### config.mk
export PLATFORM = sky130hd
export DESIGN_NAME = indexed_vector_store
export DESIGN_NICKNAME = d
export VERILOG_FILES = /design/src/sv/ivs_pkg.sv /design/src/sv/ivs_ram.sv /design/src/sv/ivs_ctrl.sv /design/src/sv/ivs_datapath.sv /design/src/sv/indexed_vector_store.sv
export SDC_FILE = /design/constraint.sdc
export NUM_CORES = 2
export LEC_CHECK = 0
export BUFFER_PORTS_ARGS = -buffer_cell sky130_fd_sc_hd__buf_2
export CELL_PAD_IN_SITES_DETAIL_PLACEMENT = 1
export CELL_PAD_IN_SITES_GLOBAL_PLACEMENT = 1
export CORE_ASPECT_RATIO = 1.4
export CORE_MARGIN = 2
export CORE_UTILIZATION = 49
export CTS_BUF_LIST = sky130_fd_sc_hd__clkbuf_16
export DETAILED_ROUTE_END_ITERATION = 10
export PLACE_DENSITY_LB_ADDON = 0.1
export SYNTH_ARGS = -nofsm -noshare
export SYNTH_HDL_FRONTEND = slang
export SYNTH_SLANG_ARGS = --single-unit
### constraint.sdc
create_clock -name aclk -period 7.8 [get_ports aclk]
set_clock_uncertainty 0.05 [all_clocks]
set_input_delay 1.95 -clock aclk [delete_from_list [all_inputs] [get_ports aclk]]
set_output_delay 1.95 -clock aclk [all_outputs]
set_load 0.005 [all_outputs]
### src/sv/ivs_pkg.sv
`timescale 1ns / 1ps
// shared constants, codes and controller/datapath interface types
// depends on nothing
package ivs_pkg;

    localparam int DEPTH        = 64;
    localparam int ADDR_W       = $clog2(DEPTH);
    localparam int COUNT_W      = $clog2(DEPTH + 1);
    localparam int OP_W         = 3;
    localparam int INDEX_W      = 6;
    localparam int VALUE_W      = 32;
    localparam int ITEM_COUNT_W = 7;
    localparam int STATUS_W     = 2;

    localparam logic [OP_W-1:0] OP_PUSH   = 3'd0;
    localparam logic [OP_W-1:0] OP_POP    = 3'd1;
    localparam logic [OP_W-1:0] OP_READ   = 3'd2;
    localparam logic [OP_W-1:0] OP_REMOVE = 3'd3;
    localparam logic [OP_W-1:0] OP_CLEAR  = 3'd4;

    localparam logic [STATUS_W-1:0] ST_OK    = 2'd0;
    localparam logic [STATUS_W-1:0] ST_RANGE = 2'd1;
    localparam logic [STATUS_W-1:0] ST_FULL  = 2'd2;

    // controller to datapath
    typedef struct packed {
        logic capture;
        logic exec;
        logic shift_step;
        logic load_result;
    } ivs_cmd_t;

    // datapath to controller
    typedef struct packed {
        logic start_shift;
        logic shift_more;
        logic result_pending;
    } ivs_sts_t;

endpackage

### src/sv/ivs_ram.sv
`timescale 1ns / 1ps
// generic simple dual-port ram, one write and one registered read port
// depends on nothing
module ivs_ram #(
    parameter int WIDTH = 32,
    parameter int DEPTH = 64,
    localparam int AW   = $clog2(DEPTH)
) (
    input  logic             aclk,
    input  logic             we,
    input  logic [AW-1:0]    waddr,
    input  logic [WIDTH-1:0] wdata,
    input  logic             re,
    input  logic [AW-1:0]    raddr,
    output logic [WIDTH-1:0] rdata
);

    logic [WIDTH-1:0] mem [DEPTH];
    logic [WIDTH-1:0] rdata_reg;

    always_ff @(posedge aclk) begin
        if (we) begin
            mem[waddr] <= wdata;
        end
        if (re) begin
            rdata_reg <= mem[raddr];
        end
    end

    assign rdata = rdata_reg;

endmodule

### src/sv/ivs_ctrl.sv
`timescale 1ns / 1ps
// controller state machine for the indexed vector store
// depends on ivs_pkg
module ivs_ctrl (
    input  logic              aclk,
    input  logic              aresetn,
    input  logic              s_valid,
    output logic              s_ready,
    input  ivs_pkg::ivs_sts_t sts,
    output ivs_pkg::ivs_cmd_t cmd
);
    import ivs_pkg::*;

    localparam logic [1:0] S_IDLE   = 2'd0;
    localparam logic [1:0] S_EXEC   = 2'd1;
    localparam logic [1:0] S_SHIFT  = 2'd2;
    localparam logic [1:0] S_FINISH = 2'd3;

    logic [1:0] state_reg;
    logic [1:0] state_next;
    logic       slot_free;

    // result register empty or being drained this cycle
    assign slot_free = !sts.result_pending;

    always_comb begin
        state_next = state_reg;
        cmd        = '0;
        s_ready    = 1'b0;
        unique case (state_reg)
            S_IDLE: begin
                s_ready     = 1'b1;
                cmd.capture = s_valid;
                if (s_valid) begin
                    state_next = S_EXEC;
                end
            end
            S_EXEC: begin
                cmd.exec   = 1'b1;
                state_next = sts.start_shift ? S_SHIFT : S_FINISH;
            end
            S_SHIFT: begin
                cmd.shift_step = 1'b1;
                if (!sts.shift_more) begin
                    state_next = S_FINISH;
                end
            end
            S_FINISH: begin
                s_ready         = slot_free;
                cmd.load_result = slot_free;
                cmd.capture     = slot_free && s_valid;
                if (slot_free) begin
                    state_next = s_valid ? S_EXEC : S_IDLE;
                end
            end
            default: begin
                state_next = S_IDLE;
            end
        endcase
    end

    always_ff @(posedge aclk) begin
        if (!aresetn) begin
            state_reg <= S_IDLE;
        end else begin
            state_reg <= state_next;
        end
    end

endmodule

### src/sv/ivs_datapath.sv
`timescale 1ns / 1ps
// datapath: request latch, word count, shift pointer, word ram and result register
// depends on ivs_pkg and ivs_ram
module ivs_datapath (
    input  logic                                 aclk,
    input  logic                                 aresetn,
    input  ivs_pkg::ivs_cmd_t                    cmd,
    output ivs_pkg::ivs_sts_t                    sts,
    input  logic [ivs_pkg::OP_W-1:0]             s_op,
    input  logic [ivs_pkg::INDEX_W-1:0]          s_index,
    input  logic signed [ivs_pkg::VALUE_W-1:0]   s_value,
    output logic                                 m_valid,
    input  logic                                 m_ready,
    output logic signed [ivs_pkg::VALUE_W-1:0]   m_read_value,
    output logic [ivs_pkg::ITEM_COUNT_W-1:0]     m_item_count,
    output logic [ivs_pkg::STATUS_W-1:0]         m_status
);
    import ivs_pkg::*;

    // request latch
    logic [OP_W-1:0]    op_reg;
    logic [INDEX_W-1:0] idx_reg;
    logic [VALUE_W-1:0] val_reg;

    logic [COUNT_W-1:0]  count_reg, count_next;
    logic [ADDR_W-1:0]   ptr_reg, ptr_next;
    logic [STATUS_W-1:0] status_reg, status_next;
    logic                use_rd_reg, use_rd_next;

    logic                m_valid_reg, m_valid_next;
    logic [VALUE_W-1:0]  m_read_value_reg;
    logic [COUNT_W-1:0]  m_item_count_reg;
    logic [STATUS_W-1:0] m_status_reg;

    // ram ports
    logic               we, re;
    logic [ADDR_W-1:0]  waddr, raddr;
    logic [VALUE_W-1:0] wdata, rdata;

    logic [COUNT_W-1:0] idx_ext;
    logic [COUNT_W-1:0] idx_plus1;
    logic [COUNT_W-1:0] ptr_plus1;
    logic               idx_in_range;

    assign idx_ext      = COUNT_W'(idx_reg);
    assign idx_plus1    = idx_ext + COUNT_W'(1);
    assign ptr_plus1    = COUNT_W'(ptr_reg) + COUNT_W'(1);
    assign idx_in_range = idx_ext < count_reg;

    assign sts.start_shift    = cmd.exec && (op_reg == OP_REMOVE) && idx_in_range
                                && (idx_plus1 != count_reg);
    assign sts.shift_more     = ptr_plus1 < count_reg;
    assign sts.result_pending = m_valid_reg && !m_ready;

    always_comb begin
        count_next  = count_reg;
        ptr_next    = ptr_reg;
        status_next = status_reg;
        use_rd_next = use_rd_reg;
        we          = 1'b0;
        waddr       = ADDR_W'(count_reg);
        wdata       = val_reg;
        re          = 1'b0;
        raddr       = ADDR_W'(idx_reg);
        if (cmd.exec) begin
            status_next = ST_OK;
            use_rd_next = 1'b0;
            unique case (op_reg)
                OP_PUSH: begin
                    if (count_reg == COUNT_W'(DEPTH)) begin
                        status_next = ST_FULL;
                    end else begin
                        we         = 1'b1;
                        count_next = count_reg + COUNT_W'(1);
                    end
                end
                OP_POP: begin
                    if (count_reg == '0) begin
                        status_next = ST_RANGE;
                    end else begin
                        count_next  = count_reg - COUNT_W'(1);
                        re          = 1'b1;
                        raddr       = ADDR_W'(count_reg - COUNT_W'(1));
                        use_rd_next = 1'b1;
                    end
                end
                OP_READ: begin
                    if (!idx_in_range) begin
                        status_next = ST_RANGE;
                    end else begin
                        re          = 1'b1;
                        use_rd_next = 1'b1;
                    end
                end
                OP_REMOVE: begin
                    if (!idx_in_range) begin
                        status_next = ST_RANGE;
                    end else if (idx_plus1 == count_reg) begin
                        count_next = count_reg - COUNT_W'(1);
                    end else begin
                        // prime the read of the first word that moves down
                        re       = 1'b1;
                        raddr    = ADDR_W'(idx_plus1);
                        ptr_next = ADDR_W'(idx_plus1);
                    end
                end
                OP_CLEAR: begin
                    count_next = '0;
                end
                default: begin
                end
            endcase
        end else if (cmd.shift_step) begin
            // word at ptr sits on the read port; drop it one place lower
            we    = 1'b1;
            waddr = ptr_reg - ADDR_W'(1);
            wdata = rdata;
            if (sts.shift_more) begin
                re       = 1'b1;
                raddr    = ADDR_W'(ptr_plus1);
                ptr_next = ADDR_W'(ptr_plus1);
            end else begin
                count_next = count_reg - COUNT_W'(1);
            end
        end
    end

    always_comb begin
        m_valid_next = m_valid_reg;
        if (cmd.load_result) begin
            m_valid_next = 1'b1;
        end else if (m_ready) begin
            m_valid_next = 1'b0;
        end
    end

    always_ff @(posedge aclk) begin
        if (!aresetn) begin
            count_reg   <= '0;
            m_valid_reg <= 1'b0;
        end else begin
            count_reg   <= count_next;
            m_valid_reg <= m_valid_next;
        end
    end

    always_ff @(posedge aclk) begin
        ptr_reg     <= ptr_next;
        status_reg  <= status_next;
        use_rd_reg  <= use_rd_next;
        if (cmd.capture) begin
            op_reg  <= s_op;
            idx_reg <= s_index;
            val_reg <= s_value;
        end
        if (cmd.load_result) begin
            m_read_value_reg <= use_rd_reg ? rdata : '0;
            m_item_count_reg <= count_reg;
            m_status_reg     <= status_reg;
        end
    end

    ivs_ram #(
        .WIDTH (VALUE_W),
        .DEPTH (DEPTH)
    ) u_ram (
        .aclk  (aclk),
        .we    (we),
        .waddr (waddr),
        .wdata (wdata),
        .re    (re),
        .raddr (raddr),
        .rdata (rdata)
    );

    assign m_valid      = m_valid_reg;
    assign m_read_value = m_read_value_reg;
    assign m_item_count = ITEM_COUNT_W'(m_item_count_reg);
    assign m_status     = m_status_reg;

endmodule

### src/sv/indexed_vector_store.sv
`timescale 1ns / 1ps
// top level of the indexed vector store: controller plus datapath
// depends on ivs_pkg, ivs_ctrl, ivs_datapath (and ivs_ram below it)
//
//  channel  | handshake          | payload
//  ---------+--------------------+-----------------------------------------
//  request  | s_valid / s_ready  | s_op[2:0], s_index[5:0], s_value[31:0]
//  result   | m_valid / m_ready  | m_read_value[31:0], m_item_count[6:0],
//           |                    | m_status[1:0]
//
// push, pop, read, clear: execute step, then finish step, which takes the next request
// remove at index i of n words: the n - 1 - i words above i move down, one word per cycle
//   through the single write and registered read port of the word ram
// reset clears the controller state, the word count and the result valid flag only; no ram sweep
// a held result stalls the block in its finish step; the next request is taken
//   in the same cycle the held result drains
module indexed_vector_store (
    input  logic                                 aclk,
    input  logic                                 aresetn,
    // request channel
    input  logic                                 s_valid,
    output logic                                 s_ready,
    input  logic [ivs_pkg::OP_W-1:0]             s_op,
    input  logic [ivs_pkg::INDEX_W-1:0]          s_index,
    input  logic signed [ivs_pkg::VALUE_W-1:0]   s_value,
    // result channel
    output logic                                 m_valid,
    input  logic                                 m_ready,
    output logic signed [ivs_pkg::VALUE_W-1:0]   m_read_value,
    output logic [ivs_pkg::ITEM_COUNT_W-1:0]     m_item_count,
    output logic [ivs_pkg::STATUS_W-1:0]         m_status
);
    import ivs_pkg::*;

    // command and status between the state machine and the datapath
    ivs_cmd_t cmd;
    ivs_sts_t sts;

    // sequencing: idle, execute, shift loop for remove, finish
    ivs_ctrl u_ctrl (
        .aclk    (aclk),
        .aresetn (aresetn),
        .s_valid (s_valid),
        .s_ready (s_ready),
        .sts     (sts),
        .cmd     (cmd)
    );

    // storage, count and the output register
    ivs_datapath u_dp (
        .aclk         (aclk),
        .aresetn      (aresetn),
        .cmd          (cmd),
        .sts          (sts),
        .s_op         (s_op),
        .s_index      (s_index),
        .s_value      (s_value),
        .m_valid      (m_valid),
        .m_ready      (m_ready),
        .m_read_value (m_read_value),
        .m_item_count (m_item_count),
        .m_status     (m_status)
    );

endmodule

==> results.toml <==
[sta]
timing.hold.ws_ns = 0.380
drv_slew = 0
layout_setup_ws_ns = 1.24
period_minus_slack_ns = 6.56
slew_headroom_pct = 7.96
rsz0062_at_grt = "no"
final_hold_viol_count = 0
setup_tns_ns = 0
worstMarginPinSlew_ns = 1.38
fmax_mhz = 152
finalSetupViolations = 0
post-route-period-util_pct = 84.1

[final_layout]
fill_cells = 15827
final-seq-area_sq_um = 65400
regMostFlops = "u_dp.u_ram.mem"
fin_nets = 5494
post-route-util_pct = 55.1
syn2layout_area_growth_pct = 11.9
largest_reg_flops = 2048
multi_input_area_sq_um = 18900
drive_gt1_share_pct = 11.9

[die]
core_sq_um = 173000
num_io_pins = 88
start_util_pct = 49.2
fp.dieArea_sq_um = 178000
die_w_um = 357
die_h_um = 498
row_count = 181

[yosys]
yosysTopAreaCellShare_pct = 76.3
ys_warn_count = 0
ys_types = 81
synth-async-reset-ratio_pct = 0
synth.most_common_cell = "edfxtp_1"
postSynthCellCount = 5299
synth-seq-cells = 2181
synthFlopType = "edfxtp_1"
synth_nets = 5367
synth_top_area_cell = "edfxtp_1"
synth-edff-count = 2171
synth.top_cells.by_count = "edfxtp_1, nand2_1, mux2i_1, o22ai_1, nand3_1"
ys_seq_area_share_pct = 76.5
avgSynthCellArea_sq_um = 16.1
synth_area_leaders = "edfxtp_1, mux2i_1, nand2_1, o22ai_1, nand3_1"
syn_area_sq_um = 85400

[setup_path]
cp_max_fo = 118
start_kind = "flop"
critPathTopFamily = "simple AND/OR/NAND/NOR gates"
cpMostUsedCell = "a21oi_1"
crit_required_ns = 8.22
worst_setup_path_end_kind = "flop"
r2r_end = "u_dp.u_ram.rdata[12]"
cp.depth = 15
critPathArrivalTime_ns = 6.98
reg2reg_depth = 15
path_class = "reg2reg"
slowest_stage = "dfxtp_1"
reg2reg_from = "u_dp.count_reg[5]"
max_stage_delay_ns = 0.61
path_cells = "inv_1 > ha_1 > a21oi_1 > a21oi_1 > nor2_1 > o221ai_1 > or3b_1 > nand2_8 > buf_4 > buf_12 > mux2i_1 > o22ai_1 > o21ai_0 > and4_1 > nand4_1"
r2r_slack_ns = 1.24
critPathCapture = "u_dp.u_ram.rdata[12]"
cp.buffers_inverters = 3
setup.worst_path.start = "u_dp.count_reg[5]"

[hold_path]
hold_path.class = "reg2reg"

[clock_tree]
worst_skew_pair.late_latency_ns = 0.86
cts_buffers = 202
root_buffer = "clkbuf_16"
path_clk_slew_ns = 0.07
cts_hold_buf = 0
clk_path_buf_depth = 3
htreeDepth = 4
cts_setup_buffers = 0
cts_tree = "built"
cts_resized = 0
clock_sinks = 2181

[grt]
grt_pass1_vias = 51397
grt_start_max_net_pins = 128
grt_usage_pct = 28.5
grt_pass1_wl_mm = 363
gr-total-overflow = 0
antenna_found_initial = 14

[drt]
wire_per_inst_um = 32.3
vias_per_cell = 6.25
via_count = 49293
first_iter_violations = 5014
routed_wl_mm = 255
firstDrtPassIters = 6
ant_nets = 0
drc = 0

[place]
post-dp-hpwl_mm = 142
gp_congestion = 0.897
port_buffers = 87
preCtsSetupSlack_ns = 1.34

[run]
max-cap-violations = 0

[power]
p_total_mw = 40.4
ir_drop_uv = 456
cellPowerDensity_nw_per_um2 = 423
p_leak_nw = 31.7

[status]
status = "finished, final reports clean"
per-stage QoR:
step | cells | cell area (sq um)
detailed placement | 7509 | 89200
CTS | 7886 | 95600
global route | 7889 | 95600
global placement | 7508 | 89200
floorplan | 5299 | 85400
finish | 7891 | 95600
worst min path at each step:
stage | from | to | slack [ns] | cells past startpoint
floorplan | u_dp.status_reg[0] | u_dp.m_status[0] | 0.35 | 0
global placement | u_dp.status_reg[1] | u_dp.m_status[1] | 0.36 | 0
CTS | u_dp.status_reg[1] | u_dp.m_status[1] | 0.38 | 0
detailed placement | u_dp.status_reg[1] | u_dp.m_status[1] | 0.36 | 0
global route | u_dp.status_reg[0] | u_dp.m_status[0] | 0.39 | 0
finish | u_dp.status_reg[1] | u_dp.m_status[1] | 0.38 | 0
cells in the final DEF (no fill, tap or decap), drive strengths merged, types with 104 or more instances in the layout:
| cell type | Yosys | layout |
|---|---|---|
| nand3 | 185 | 185 |
| nor2 | 104 | 104 |
| a21oi | 176 | 176 |
| edfxtp | 2171 | 2171 |
| nand4 | 107 | 107 |
| clkbuf | 125 | 206 |
| nand2 | 673 | 673 |
| buf | 204 | 252 |
| o21ai | 148 | 148 |
| o22ai | 260 | 260 |
| mux2i | 641 | 641 |
cells by family (layout without fill, tap and decap cells):
group           after synthesis  count (layout)  synth area share (%)
mux                         675             675                  7.96
flops                      2181            2181                  76.5
other cells                   0               5                     0
compound gates              859             859                  6.54
simple gates               1191            1191                  6.31
fa+ha+maj                    23              23                 0.337
buf+inv                     345             645                  2.04
xor+xnor                     25              25                 0.274
where the power goes:
part	leakage, nW	switching, mW	total, mW	internal [mW]
combinational	8.76	11.1	15.8	4.66
sequential	19.6	0.282	14.9	14.6
clock	3.34	4.40	9.66	5.26
total	31.7	15.8	40.4	24.6
layer usage:
metal | vias to the layer above | wire [um] | global-route usage (%)
met3 | 439 | 13700 | 3.93
met1 | 26235 | 104000 | 37.0
met2 | 1588 | 128000 | 48.8
met5 | - | 0 | 0
met4 | 0 | 8970 | 10.0
li1 | 21031 | - | -
area by class of cell:
class                           count  area share (%)
Antenna cell                        5          0.0131
Inverter                           16          0.0628
Sequential cell                  2181            68.4
Clock inverter                    171            1.30
Clock buffer                      206            5.39
Tap cell                         2287            2.99
Timing Repair Buffer              252            2.04
Multi-Input combinational cell   2773            19.8
No activity file was read; power rests on OpenSTA's default activity.
